==> src/rtl/olt_pkg.sv <==
// Types and codes for the ownership lease tracker.
package olt_pkg;

  typedef enum logic [3:0] {
    CMD_BEGIN_ACQ    = 4'd0,
    CMD_COMP_ACQ     = 4'd1,
    CMD_BEGIN_RENEW  = 4'd2,
    CMD_COMP_RENEW   = 4'd3,
    CMD_BEGIN_REL    = 4'd4,
    CMD_COMP_REL     = 4'd5,
    CMD_CANCEL       = 4'd6,
    CMD_EXPIRE       = 4'd7,
    CMD_INVALIDATE   = 4'd8,
    CMD_QUERY_ACTIVE = 4'd9,
    CMD_QUERY_LEASE  = 4'd10,
    CMD_QUERY_PEND   = 4'd11
  } cmd_t;

  typedef enum logic [3:0] {
    ST_OK        = 4'd0,
    ST_INVALID   = 4'd1,
    ST_CONFLICT  = 4'd2,
    ST_PRECOND   = 4'd3,
    ST_UNAUTH    = 4'd4,
    ST_DEADLINE  = 4'd5,
    ST_UNAVAIL   = 4'd6,
    ST_EXHAUSTED = 4'd7,
    ST_NONE      = 4'd8
  } status_t;

  typedef enum logic [1:0] {
    KIND_ACQ   = 2'd0,
    KIND_RENEW = 2'd1,
    KIND_REL   = 2'd2
  } kind_t;

  typedef struct packed {
    logic [3:0]  command;
    logic [63:0] now_ns;
    logic [63:0] time_value;
    logic [63:0] identity;
    logic [1:0]  echo_kind;
    logic [63:0] echo_id;
    logic [63:0] echo_generation;
    logic [63:0] echo_epoch;
    logic        confirmed;
    logic [63:0] reply_epoch;
  } req_t;

  typedef struct packed {
    status_t     status;
    logic [1:0]  out_kind;
    logic [63:0] out_id;
    logic [63:0] out_generation;
    logic [63:0] out_epoch;
    logic [63:0] out_deadline;
    logic [63:0] out_identity;
    logic [63:0] lease_epoch_out;
    logic [63:0] lease_expiry_out;
  } rsp_t;

endpackage

==> src/rtl/olt_req_if.sv <==
// Command channel interface of the lease tracker.
interface olt_req_if;
  logic        valid;
  logic        ready;
  logic [3:0]  command;
  logic [63:0] now_ns;
  logic [63:0] time_value;
  logic [63:0] identity;
  logic [1:0]  echo_kind;
  logic [63:0] echo_id;
  logic [63:0] echo_generation;
  logic [63:0] echo_epoch;
  logic        confirmed;
  logic [63:0] reply_epoch;

  modport source (
    output valid, command, now_ns, time_value, identity, echo_kind, echo_id,
           echo_generation, echo_epoch, confirmed, reply_epoch,
    input  ready
  );
  modport sink (
    input  valid, command, now_ns, time_value, identity, echo_kind, echo_id,
           echo_generation, echo_epoch, confirmed, reply_epoch,
    output ready
  );
  modport mon (
    input valid, ready, command, now_ns, time_value, identity, echo_kind, echo_id,
          echo_generation, echo_epoch, confirmed, reply_epoch
  );
endinterface

==> src/rtl/olt_rsp_if.sv <==
// Result channel interface of the lease tracker.
interface olt_rsp_if;
  logic        valid;
  logic        ready;
  logic [3:0]  status;
  logic [1:0]  out_kind;
  logic [63:0] out_id;
  logic [63:0] out_generation;
  logic [63:0] out_epoch;
  logic [63:0] out_deadline;
  logic [63:0] out_identity;
  logic [63:0] lease_epoch_out;
  logic [63:0] lease_expiry_out;

  modport source (
    output valid, status, out_kind, out_id, out_generation, out_epoch, out_deadline,
           out_identity, lease_epoch_out, lease_expiry_out,
    input  ready
  );
  modport sink (
    input  valid, status, out_kind, out_id, out_generation, out_epoch, out_deadline,
           out_identity, lease_epoch_out, lease_expiry_out,
    output ready
  );
  modport mon (
    input valid, ready, status, out_kind, out_id, out_generation, out_epoch,
          out_deadline, out_identity, lease_epoch_out, lease_expiry_out
  );
endinterface

==> src/rtl/olt_core.sv <==
// Lease and pending-operation state with the per-command decision logic.
module olt_core (
  input  logic           clk,
  input  logic           rst,
  input  logic           step,
  input  olt_pkg::req_t  req,
  output olt_pkg::rsp_t  rsp
);
  import olt_pkg::*;

  logic        pend_valid, pend_valid_next;
  logic [1:0]  pend_kind, pend_kind_next;
  logic [63:0] pend_id, pend_id_next;
  logic [63:0] pend_gen, pend_gen_next;
  logic [63:0] pend_identity, pend_identity_next;
  logic [63:0] pend_epoch, pend_epoch_next;
  logic [63:0] pend_deadline, pend_deadline_next;
  logic        lease_valid, lease_valid_next;
  logic [63:0] lease_identity, lease_identity_next;
  logic [63:0] lease_epoch, lease_epoch_next;
  logic [63:0] lease_expiry, lease_expiry_next;
  logic [63:0] next_id, next_id_next;
  logic [63:0] cur_generation, cur_generation_next;

  logic [64:0] deadline_sum;
  logic        exhausted;
  logic [63:0] gen_inc;
  logic [63:0] gen_adv;
  logic        match_base;
  logic        reply_late;
  logic        launch;
  logic        show_pend;
  logic        show_lease;
  kind_t       launch_kind;
  logic [63:0] launch_identity;
  logic [63:0] launch_epoch;

  function automatic logic ident_ok(input logic [63:0] v);
    return (|v[15:0]) && (|v[31:16]) && (|v[47:32]) && (|v[63:48]);
  endfunction

  assign deadline_sum = {1'b0, req.now_ns} + {1'b0, req.time_value};
  assign exhausted    = (next_id == 64'd0) || (&next_id) || deadline_sum[64];
  assign gen_inc      = cur_generation + 64'd1;
  assign gen_adv      = (gen_inc == 64'd0) ? 64'd1 : gen_inc;
  assign reply_late   = req.time_value <= req.now_ns;
  assign match_base   = pend_valid && (pend_kind == req.echo_kind) &&
                        (pend_id == req.echo_id) && (pend_gen == req.echo_generation) &&
                        (pend_identity == req.identity) && (pend_epoch == req.echo_epoch);

  always_comb begin
    pend_valid_next     = pend_valid;
    lease_valid_next    = lease_valid;
    lease_identity_next = lease_identity;
    lease_epoch_next    = lease_epoch;
    lease_expiry_next   = lease_expiry;
    cur_generation_next = cur_generation;
    launch          = 1'b0;
    show_pend       = 1'b0;
    show_lease      = 1'b0;
    launch_kind     = KIND_ACQ;
    launch_identity = req.identity;
    launch_epoch    = 64'd0;
    rsp             = '0;
    rsp.status      = ST_OK;

    case (cmd_t'(req.command))
      CMD_BEGIN_ACQ: begin
        if (!ident_ok(req.identity) || req.time_value == 64'd0) begin
          rsp.status = ST_INVALID;
        end else if (pend_valid || lease_valid) begin
          rsp.status = ST_CONFLICT;
        end else if (exhausted) begin
          rsp.status = ST_EXHAUSTED;
        end else begin
          launch = 1'b1;
        end
      end
      CMD_COMP_ACQ: begin
        if (!(match_base && req.echo_kind == KIND_ACQ)) begin
          rsp.status = ST_PRECOND;
        end else begin
          pend_valid_next = 1'b0;
          if (!req.confirmed) begin
            rsp.status = ST_UNAUTH;
          end else if (req.reply_epoch == 64'd0 || reply_late) begin
            rsp.status = ST_INVALID;
          end else begin
            lease_valid_next    = 1'b1;
            lease_identity_next = req.identity;
            lease_epoch_next    = req.reply_epoch;
            lease_expiry_next   = req.time_value;
          end
        end
      end
      CMD_BEGIN_RENEW: begin
        if (req.time_value == 64'd0 || pend_valid || !lease_valid ||
            lease_expiry <= req.now_ns) begin
          rsp.status = ST_PRECOND;
        end else if (exhausted) begin
          rsp.status = ST_EXHAUSTED;
        end else begin
          launch          = 1'b1;
          launch_kind     = KIND_RENEW;
          launch_identity = lease_identity;
          launch_epoch    = lease_epoch;
        end
      end
      CMD_COMP_RENEW: begin
        if (!(match_base && req.echo_kind == KIND_RENEW)) begin
          rsp.status = ST_PRECOND;
        end else begin
          pend_valid_next = 1'b0;
          if (!lease_valid || lease_identity != req.identity ||
              lease_epoch != req.echo_epoch || !req.confirmed ||
              req.reply_epoch != req.echo_epoch || reply_late) begin
            lease_valid_next = 1'b0;
            rsp.status       = ST_DEADLINE;
          end else begin
            lease_expiry_next = req.time_value;
          end
        end
      end
      CMD_BEGIN_REL: begin
        if (req.time_value == 64'd0 || pend_valid || !lease_valid) begin
          rsp.status = ST_PRECOND;
        end else begin
          // lease is dropped even when the begin runs out of ids or time
          lease_valid_next = 1'b0;
          if (exhausted) begin
            rsp.status = ST_EXHAUSTED;
          end else begin
            launch          = 1'b1;
            launch_kind     = KIND_REL;
            launch_identity = lease_identity;
            launch_epoch    = lease_epoch;
          end
        end
      end
      CMD_COMP_REL: begin
        if (!(match_base && req.echo_kind == KIND_REL)) begin
          rsp.status = ST_PRECOND;
        end else begin
          pend_valid_next = 1'b0;
          if (!req.confirmed) begin
            rsp.status = ST_UNAVAIL;
          end
        end
      end
      CMD_CANCEL: begin
        if (!pend_valid) begin
          rsp.status = ST_NONE;
        end else begin
          show_pend           = 1'b1;
          pend_valid_next     = 1'b0;
          cur_generation_next = gen_adv;
        end
      end
      CMD_EXPIRE: begin
        if (!pend_valid || pend_deadline > req.now_ns) begin
          rsp.status = ST_NONE;
        end else begin
          show_pend           = 1'b1;
          pend_valid_next     = 1'b0;
          cur_generation_next = gen_adv;
          if (pend_kind == KIND_RENEW) begin
            lease_valid_next = 1'b0;
          end
        end
      end
      CMD_INVALIDATE: begin
        lease_valid_next    = 1'b0;
        pend_valid_next     = 1'b0;
        cur_generation_next = gen_adv;
      end
      CMD_QUERY_ACTIVE: begin
        if (!lease_valid || lease_expiry <= req.now_ns) begin
          rsp.status = ST_NONE;
        end else begin
          show_lease = 1'b1;
        end
      end
      CMD_QUERY_LEASE: begin
        if (!lease_valid) begin
          rsp.status = ST_NONE;
        end else begin
          show_lease = 1'b1;
        end
      end
      CMD_QUERY_PEND: begin
        if (!pend_valid) begin
          rsp.status = ST_NONE;
        end else begin
          show_pend = 1'b1;
        end
      end
      default: begin
        rsp.status = ST_INVALID;
      end
    endcase

    if (launch) begin
      pend_valid_next    = 1'b1;
      pend_kind_next     = launch_kind;
      pend_id_next       = next_id;
      pend_gen_next      = cur_generation;
      pend_identity_next = launch_identity;
      pend_epoch_next    = launch_epoch;
      pend_deadline_next = deadline_sum[63:0];
      next_id_next       = next_id + 64'd1;
    end else begin
      pend_kind_next     = pend_kind;
      pend_id_next       = pend_id;
      pend_gen_next      = pend_gen;
      pend_identity_next = pend_identity;
      pend_epoch_next    = pend_epoch;
      pend_deadline_next = pend_deadline;
      next_id_next       = next_id;
    end

    // a fresh or reported operation is the one held after this command
    if (launch || show_pend) begin
      rsp.out_kind       = pend_kind_next;
      rsp.out_id         = pend_id_next;
      rsp.out_generation = pend_gen_next;
      rsp.out_epoch      = pend_epoch_next;
      rsp.out_deadline   = pend_deadline_next;
      rsp.out_identity   = pend_identity_next;
    end
    if (show_lease) begin
      rsp.out_identity     = lease_identity;
      rsp.lease_epoch_out  = lease_epoch;
      rsp.lease_expiry_out = lease_expiry;
    end
  end

  always_ff @(posedge clk) begin
    if (rst) begin
      pend_valid     <= 1'b0;
      pend_kind      <= KIND_ACQ;
      pend_id        <= 64'd0;
      pend_gen       <= 64'd0;
      pend_identity  <= 64'd0;
      pend_epoch     <= 64'd0;
      pend_deadline  <= 64'd0;
      lease_valid    <= 1'b0;
      lease_identity <= 64'd0;
      lease_epoch    <= 64'd0;
      lease_expiry   <= 64'd0;
      next_id        <= 64'd1;
      cur_generation <= 64'd1;
    end else if (step) begin
      pend_valid     <= pend_valid_next;
      pend_kind      <= pend_kind_next;
      pend_id        <= pend_id_next;
      pend_gen       <= pend_gen_next;
      pend_identity  <= pend_identity_next;
      pend_epoch     <= pend_epoch_next;
      pend_deadline  <= pend_deadline_next;
      lease_valid    <= lease_valid_next;
      lease_identity <= lease_identity_next;
      lease_epoch    <= lease_epoch_next;
      lease_expiry   <= lease_expiry_next;
      next_id        <= next_id_next;
      cur_generation <= cur_generation_next;
    end
  end

endmodule

==> src/rtl/ownership_lease_tracker_unit.sv <==
// A taken command is registered in the input register; its result is computed from
// that register and registered in the result register, which drives the result channel.
// Throughput: one command per cycle while results are not stalled; the input register and
// the result register each advance while the stage ahead is empty or draining.
// Reset (synchronous, rst high): both stages empty, no lease, no pending operation,
// next id and generation start at one.
module ownership_lease_tracker_unit (
  input logic     clk,
  input logic     rst,
  olt_req_if.sink req,
  olt_rsp_if.source rsp
);
  import olt_pkg::*;

  logic  in_valid;
  req_t  in_data;
  logic  out_valid;
  rsp_t  out_data;
  rsp_t  core_rsp;
  logic  advance;

  assign advance   = in_valid && (!out_valid || rsp.ready);
  assign req.ready = !in_valid || advance;

  olt_core u_core (
    .clk  (clk),
    .rst  (rst),
    .step (advance),
    .req  (in_data),
    .rsp  (core_rsp)
  );

  always_ff @(posedge clk) begin
    if (rst) begin
      in_valid  <= 1'b0;
      out_valid <= 1'b0;
    end else begin
      if (req.ready) begin
        in_valid <= req.valid;
      end
      if (!out_valid || rsp.ready) begin
        out_valid <= in_valid;
      end
    end
  end

  always_ff @(posedge clk) begin
    if (req.valid && req.ready) begin
      in_data.command         <= req.command;
      in_data.now_ns          <= req.now_ns;
      in_data.time_value      <= req.time_value;
      in_data.identity        <= req.identity;
      in_data.echo_kind       <= req.echo_kind;
      in_data.echo_id         <= req.echo_id;
      in_data.echo_generation <= req.echo_generation;
      in_data.echo_epoch      <= req.echo_epoch;
      in_data.confirmed       <= req.confirmed;
      in_data.reply_epoch     <= req.reply_epoch;
    end
    if (advance) begin
      out_data <= core_rsp;
    end
  end

  assign rsp.valid            = out_valid;
  assign rsp.status           = out_data.status;
  assign rsp.out_kind         = out_data.out_kind;
  assign rsp.out_id           = out_data.out_id;
  assign rsp.out_generation   = out_data.out_generation;
  assign rsp.out_epoch        = out_data.out_epoch;
  assign rsp.out_deadline     = out_data.out_deadline;
  assign rsp.out_identity     = out_data.out_identity;
  assign rsp.lease_epoch_out  = out_data.lease_epoch_out;
  assign rsp.lease_expiry_out = out_data.lease_expiry_out;

endmodule

==> src/flat_wrapper.sv <==
// flat-port wrapper written by rule: the top's interface ports become plain ports
module ownership_lease_tracker_unit_flat import olt_pkg::*;
  (clk, rst, req_valid, req_command, req_now_ns, req_time_value, req_identity, req_echo_kind, req_echo_id, req_echo_generation, req_echo_epoch, req_confirmed, req_reply_epoch, req_ready, rsp_valid, rsp_status, rsp_out_kind, rsp_out_id, rsp_out_generation, rsp_out_epoch, rsp_out_deadline, rsp_out_identity, rsp_lease_epoch_out, rsp_lease_expiry_out, rsp_ready);
  olt_req_if req_i ();
  olt_rsp_if rsp_i ();
  input logic clk;
  input logic rst;
  input wire logic [$bits(req_i.valid)-1:0] req_valid;
  input wire logic [$bits(req_i.command)-1:0] req_command;
  input wire logic [$bits(req_i.now_ns)-1:0] req_now_ns;
  input wire logic [$bits(req_i.time_value)-1:0] req_time_value;
  input wire logic [$bits(req_i.identity)-1:0] req_identity;
  input wire logic [$bits(req_i.echo_kind)-1:0] req_echo_kind;
  input wire logic [$bits(req_i.echo_id)-1:0] req_echo_id;
  input wire logic [$bits(req_i.echo_generation)-1:0] req_echo_generation;
  input wire logic [$bits(req_i.echo_epoch)-1:0] req_echo_epoch;
  input wire logic [$bits(req_i.confirmed)-1:0] req_confirmed;
  input wire logic [$bits(req_i.reply_epoch)-1:0] req_reply_epoch;
  output wire logic [$bits(req_i.ready)-1:0] req_ready;
  output wire logic [$bits(rsp_i.valid)-1:0] rsp_valid;
  output wire logic [$bits(rsp_i.status)-1:0] rsp_status;
  output wire logic [$bits(rsp_i.out_kind)-1:0] rsp_out_kind;
  output wire logic [$bits(rsp_i.out_id)-1:0] rsp_out_id;
  output wire logic [$bits(rsp_i.out_generation)-1:0] rsp_out_generation;
  output wire logic [$bits(rsp_i.out_epoch)-1:0] rsp_out_epoch;
  output wire logic [$bits(rsp_i.out_deadline)-1:0] rsp_out_deadline;
  output wire logic [$bits(rsp_i.out_identity)-1:0] rsp_out_identity;
  output wire logic [$bits(rsp_i.lease_epoch_out)-1:0] rsp_lease_epoch_out;
  output wire logic [$bits(rsp_i.lease_expiry_out)-1:0] rsp_lease_expiry_out;
  input wire logic [$bits(rsp_i.ready)-1:0] rsp_ready;
  assign req_i.valid = req_valid;
  assign req_i.command = req_command;
  assign req_i.now_ns = req_now_ns;
  assign req_i.time_value = req_time_value;
  assign req_i.identity = req_identity;
  assign req_i.echo_kind = req_echo_kind;
  assign req_i.echo_id = req_echo_id;
  assign req_i.echo_generation = req_echo_generation;
  assign req_i.echo_epoch = req_echo_epoch;
  assign req_i.confirmed = req_confirmed;
  assign req_i.reply_epoch = req_reply_epoch;
  assign req_ready = req_i.ready;
  assign rsp_valid = rsp_i.valid;
  assign rsp_status = rsp_i.status;
  assign rsp_out_kind = rsp_i.out_kind;
  assign rsp_out_id = rsp_i.out_id;
  assign rsp_out_generation = rsp_i.out_generation;
  assign rsp_out_epoch = rsp_i.out_epoch;
  assign rsp_out_deadline = rsp_i.out_deadline;
  assign rsp_out_identity = rsp_i.out_identity;
  assign rsp_lease_epoch_out = rsp_i.lease_epoch_out;
  assign rsp_lease_expiry_out = rsp_i.lease_expiry_out;
  assign rsp_i.ready = rsp_ready;
  ownership_lease_tracker_unit u_core (.clk(clk), .rst(rst), .req(req_i), .rsp(rsp_i));
endmodule
==> config.mk <==
export PLATFORM = sky130hd
export DESIGN_NAME = ownership_lease_tracker_unit_flat
export DESIGN_NICKNAME = d
export VERILOG_FILES = /design/src/rtl/olt_pkg.sv /design/src/rtl/olt_req_if.sv /design/src/rtl/olt_rsp_if.sv /design/src/rtl/olt_core.sv /design/src/rtl/ownership_lease_tracker_unit.sv /design/src/flat_wrapper.sv
export SDC_FILE = /design/constraint.sdc
export NUM_CORES = 2
export LEC_CHECK = 0
export BUFFER_PORTS_ARGS = -buffer_cell sky130_fd_sc_hd__buf_2
export CORE_MARGIN = 3
export CORE_UTILIZATION = 40
export CTS_BUF_LIST = sky130_fd_sc_hd__clkbuf_8
export DETAILED_ROUTE_END_ITERATION = 10
export PLACE_DENSITY = 0.68
export SYNTH_ARGS = -nofsm -noshare
export SYNTH_HDL_FRONTEND = slang
export SYNTH_SLANG_ARGS = --single-unit
==> constraint.sdc <==
create_clock -name clk -period 20.8 [get_ports clk]
set_clock_uncertainty 0.1 [all_clocks]
set_input_delay 3.12 -clock clk [delete_from_list [all_inputs] [get_ports clk]]
set_output_delay 3.12 -clock clk [all_outputs]
set_load 0.005 [all_outputs]
# Yosys cells after proc, flatten, opt, wreduce, memory -nomap -nowiden
# Cells that the tools add are included.
# Widths: inputs -> output; s select.
# word_totals
output_inout_bits	456
ff_bits	1555
elab_cells	212
# classes
reduce_logical	60
n_lt_le_gt_ge	3
bitwise_logic	1
muxes	75
eq_ne	36
n_addsub	3
# op_table
operator	count
$mux 64	20
$pmux 64 s2	3
$eq 64x64->1	4
$logic_not 64->1	4
$mux 192	1
$ne 64x64->1	3
$pmux 64 s3	1
$add 64x1->64 const B	2
$le 64x64->1	2
$add 64x64->65	1
$gt 64x64->1	1
$reduce_and 64->1	1
$reduce_or 16->1	4
$pmux 4 s11	1
$mux 3	11
$mux 1	25
$logic_or 1x1->1	18
$ne 2x2->1 const B	9
$eq 4x3->1 const B	4
$eq 4x4->1 const B	4
$mux 4	4
$logic_and 1x1->1	13
$ne 3x3->1 const B	4
$pmux 1 s5	2
25 further kinds	36

# Depth between registers and ports, before layout
# depth
depth_word	11
depth_mapped	18

# By module
# From an unflattened synthesis, not the netlist that was laid out.
# unflattened
hier_cells	6743
area_unflattened_um2	72425.7
# modules_own_cells
module	area_each_um2	cells_each	n_inst
olt_core	45025.7	5824	1
ownership_lease_tracker_unit	27400.0	919	1

# Worst setup path before layout
# No wires, ideal clock.
# synth_path
path_kind	input -> register
start	in rsp_ready
end	reg u_core.u_core.next_id[50]
t_required_ns	20.569
path_stages	9
slack_ns	2.858
arrival_ns	17.711
path_cell_list	nor2b_1 -> nand2b_1 -> clkbuf_1 -> inv_1 -> clkbuf_1 -> buf_1 -> nand3_1 -> xnor2_1 -> nor2_1
# synth_between
elab_chain_cells	3
# synth_rtl
item	line	text
start: declaration	flat_wrapper.sv:30	input wire logic [$bits(rsp_i.ready)-1:0] rsp_ready;
$logic_or 1x1->1	ownership_lease_tracker_unit.sv:22	assign advance = in_valid && (!out_valid || rsp.ready);
$logic_and 1x1->1	ownership_lease_tracker_unit.sv:22	
net u_core.advance	ownership_lease_tracker_unit.sv:20	logic advance;
$reduce_and 2->1 (no line)	-	
end signal: assignment	olt_core.sv:264	next_id <= next_id_next;
end: declaration	olt_core.sv:22	logic [63:0] next_id, next_id_next;
# The timed path passes the listed nets, and every way through them passes these cells.
# A chain may end at the register's enable or synchronous reset.

# Worst setup path in the final report
# layout_path
start	in rsp_ready
end	out req_ready
# layout_between
elab_chain_cells	3
# layout_rtl
item	line	text
$logic_or 1x1->1	ownership_lease_tracker_unit.sv:22	
$logic_and 1x1->1	ownership_lease_tracker_unit.sv:22	
$logic_or 1x1->1	ownership_lease_tracker_unit.sv:23	assign req.ready = !in_valid || advance;
end: declaration	flat_wrapper.sv:19	output wire logic [$bits(req_i.ready)-1:0] req_ready;
# Every way passes these cells.

==> impl_metrics.yaml <==
logic_synthesis:
  synthArstFlopShare: 0
  synth_edf_count: 909
  synthCells: 6869
  synth.avg_cell_area_um2: 10.6
  synth_top_area_cell: "edfxtp_1"
  synth.distinct_cells: 87
  synth_fp_nets: 7588
  yosysTopAreaCellShare: 0.375
  ys.flop_type: "edfxtp_1"
  yosys_register_bits: 1555
  yosysWarningCount: 0
  synth.cell_area_mm2: 0.0728
  synth_area_leaders: "edfxtp_1 38%, dfxtp_1 18%, ha_1 4.5%"
  ys_seq_area_frac: 0.553
die:
  die_y_um: 433
  rows: 155
  die_w_um: 433
  die-area_mm2: 0.187
  core_mm2: 0.180
  num_io_pins: 915
  initial_core_util: 0.405
route:
  viasPerCell: 6.05
  wire_per_inst_um: 34.1
  ant_nets: 0
  drt_iter0_drc: 9055
  wirelength_mm: 353
  route.detailed.drc: 0
  dr.pass1.iters: 7
  vias: 62474
clocking:
  clkLatencyLatePin_ps: 1070
  cts_buffer_depth: 4
  cts.sinks: 1555
  htreeDepth: 5
  cts_tree: "built"
  cts_buffers: 289
  path_clk_slew_ps: 50
  cts-root-buf: "clkbuf_8"
  postCtsResizedCells: 0
  post-cts-setup-buffer-count: 0
  hold_buffers: 0
timing:
  slew_violations: 0
  tns_ps: 0
  finalCritPeriodShare: 0.331
  fmax_mhz: 145
  tightestPinTransition_ps: 1470
  setup_viol: 0
  slew_headroom: 0.0115
  hold-worst-slack_ps: 381
  grt_setup_unrepaired: "false"
  finalHoldViolCount: 0
  period_needed_ps: 6870
setup_path:
  worst_ep_arrival_time_ps: 3650
  cp_max_fo: 4
  start_kind: "input pin"
  crit_type: "in2out"
  end_kind: "primary output"
  worst_ep_required_time_ps: 17580
placed_design:
  port_buffers: 914
  place_congestion: 1.08
  dp_hpwl_mm: 272
min_path:
  hold_class: "reg2reg"
grt:
  grt.overflow.total: 0
  antenna_found_initial: 51
  grt_max_degree: 203
  grt_pass1_wl_mm: 471
  grt_use_total: 0.364
  grt_use_met3: 0.0738
  gr-usage-met2: 0.537
  busiest_layer: "met2"
  first_global_vias: 58105
  met1_usage: 0.476
status:
  status: "complete, no violations"
cells_and_area:
  fill_cells: 16635
  nets: 8456
  syn_to_final_growth_pct: 16.6
  final_cell_mix: "913 x buf_2, 909 x edfxtp_1, 750 x nand2_1, 646 x dfxtp_1, 575 x nor2_1"
  final_common_cell: "buf_2"
  drive_gt1_frac: 0.179
power_and_ir_drop:
  ir_drop_mv: 0.0706
  p_leak_uw: 0.0318
  power_density_mw_per_mm2: 83.0
flow_run:
  maxCapViolCount: 0
==> critical path, stage by stage <==
cell and delay [ps]:
buf_2 90, nor2b_1 200, nand2_1 110, buf_2 130
==> path summary, 6_finish.rpt <==
path	cells after the start	from	end	slack, ps
min reg2reg	2	u_core.u_core.pend_id[20]	u_core.u_core.pend_id[20]	380
max reg2reg	13	u_core.in_data[307]	u_core.u_core.lease_expiry[13]	14310
min	2	u_core.u_core.pend_id[20]	u_core.u_core.pend_id[20]	380
max	4	rsp_ready	req_ready	13930
==> area by class of cell <==
class                           instances  area, um2  share of cell area
Clock inverter                        189       1290              0.0152
Sequential cell                      1555      40200               0.474
Timing Repair Buffer                  994       5240              0.0617
Antenna cell                           24       60.1            0.000707
Clock buffer                          314       4320              0.0509
Tap cell                             2355       2950              0.0347
Inverter                              314       1190              0.0140
Multi-Input combinational cell       4583      29600               0.349
==> registers in the layout, indices dropped and copies added (netlist names), 2 cells and up <==
signal and cells:
u_core.rsp.out_id 64, u_core.u_core.cur_generation 64, u_core.u_core.pend_gen 64, u_core.u_core.lease_epoch 64, u_core.u_core.pend_deadline 64, u_core.rsp.out_epoch 64, u_core.u_core.next_id 64, u_core.in_data 455
u_core.rsp.out_generation 64, u_core.rsp.lease_expiry_out 64, u_core.rsp.out_deadline 64, u_core.u_core.lease_identity 64, u_core.u_core.pend_identity 64, u_core.u_core.pend_id 64, u_core.u_core.lease_expiry 64, u_core.u_core.pend_kind 2
u_core.rsp.out_identity 64, u_core.u_core.pend_epoch 64, u_core.rsp.out_kind 2, u_core.rsp.status 4, u_core.rsp.lease_epoch_out 64
==> layer usage <==
| metal | part of all wire | routed length [um] |
|---|---|---|
| met4 | 0.083 | 29400 |
| met2 | 0.43 | 152000 |
| met3 | 0.090 | 31900 |
| met5 | 0.00020 | 69 |
| met1 | 0.40 | 139000 |
==> synthesized netlist by cell type, drive strengths merged, types with 110 or more instances <==
cell type	instances
edfxtp	909
nand2	751
dfxtp	646
nor2	578
a21oi	361
inv	314
clkbuf	311
ha	259
xnor2	204
mux2i	198
o21ai	182
a22o	180
xor2	179
nor4	174
nand4	160
nand3	147
and2	132
nor3	110
==> power by group <==
| group | switching, uW | internal [uW] |
|---|---|---|
| Clock | 1360 | 1610 |
| Sequential | 126 | 3370 |
| Combinational | 395 | 179 |
==> cells by family after synthesis <==
logic type / Yosys count / share of synthesized area
AOI/OAI and AO/OA: 1354 / 0.129
xor gates and xnor gates: 383 / 0.0461
adders and majority gates: 260 / 0.0448
buffers and inverters: 731 / 0.0420
DFF: 1555 / 0.553
muxes: 201 / 0.0277
and+or+nand+nor: 2385 / 0.157
==> through the flow <==
step	area, um2	utilization	cells	total power (uW)	setup slack [ps]
2_1_floorplan	72800	-	6869	3800	2860
3_3_place_gp	79200	0.441	9801	4110	13460
3_5_place_dp	79200	0.441	9801	4110	13370
4_1_cts	84800	0.472	10304	7060	13920
5_1_grt	84900	0.473	10317	7240	13850
6_report	84900	0.473	10328	7040	13930
Power figures use the tool's default switching activity.
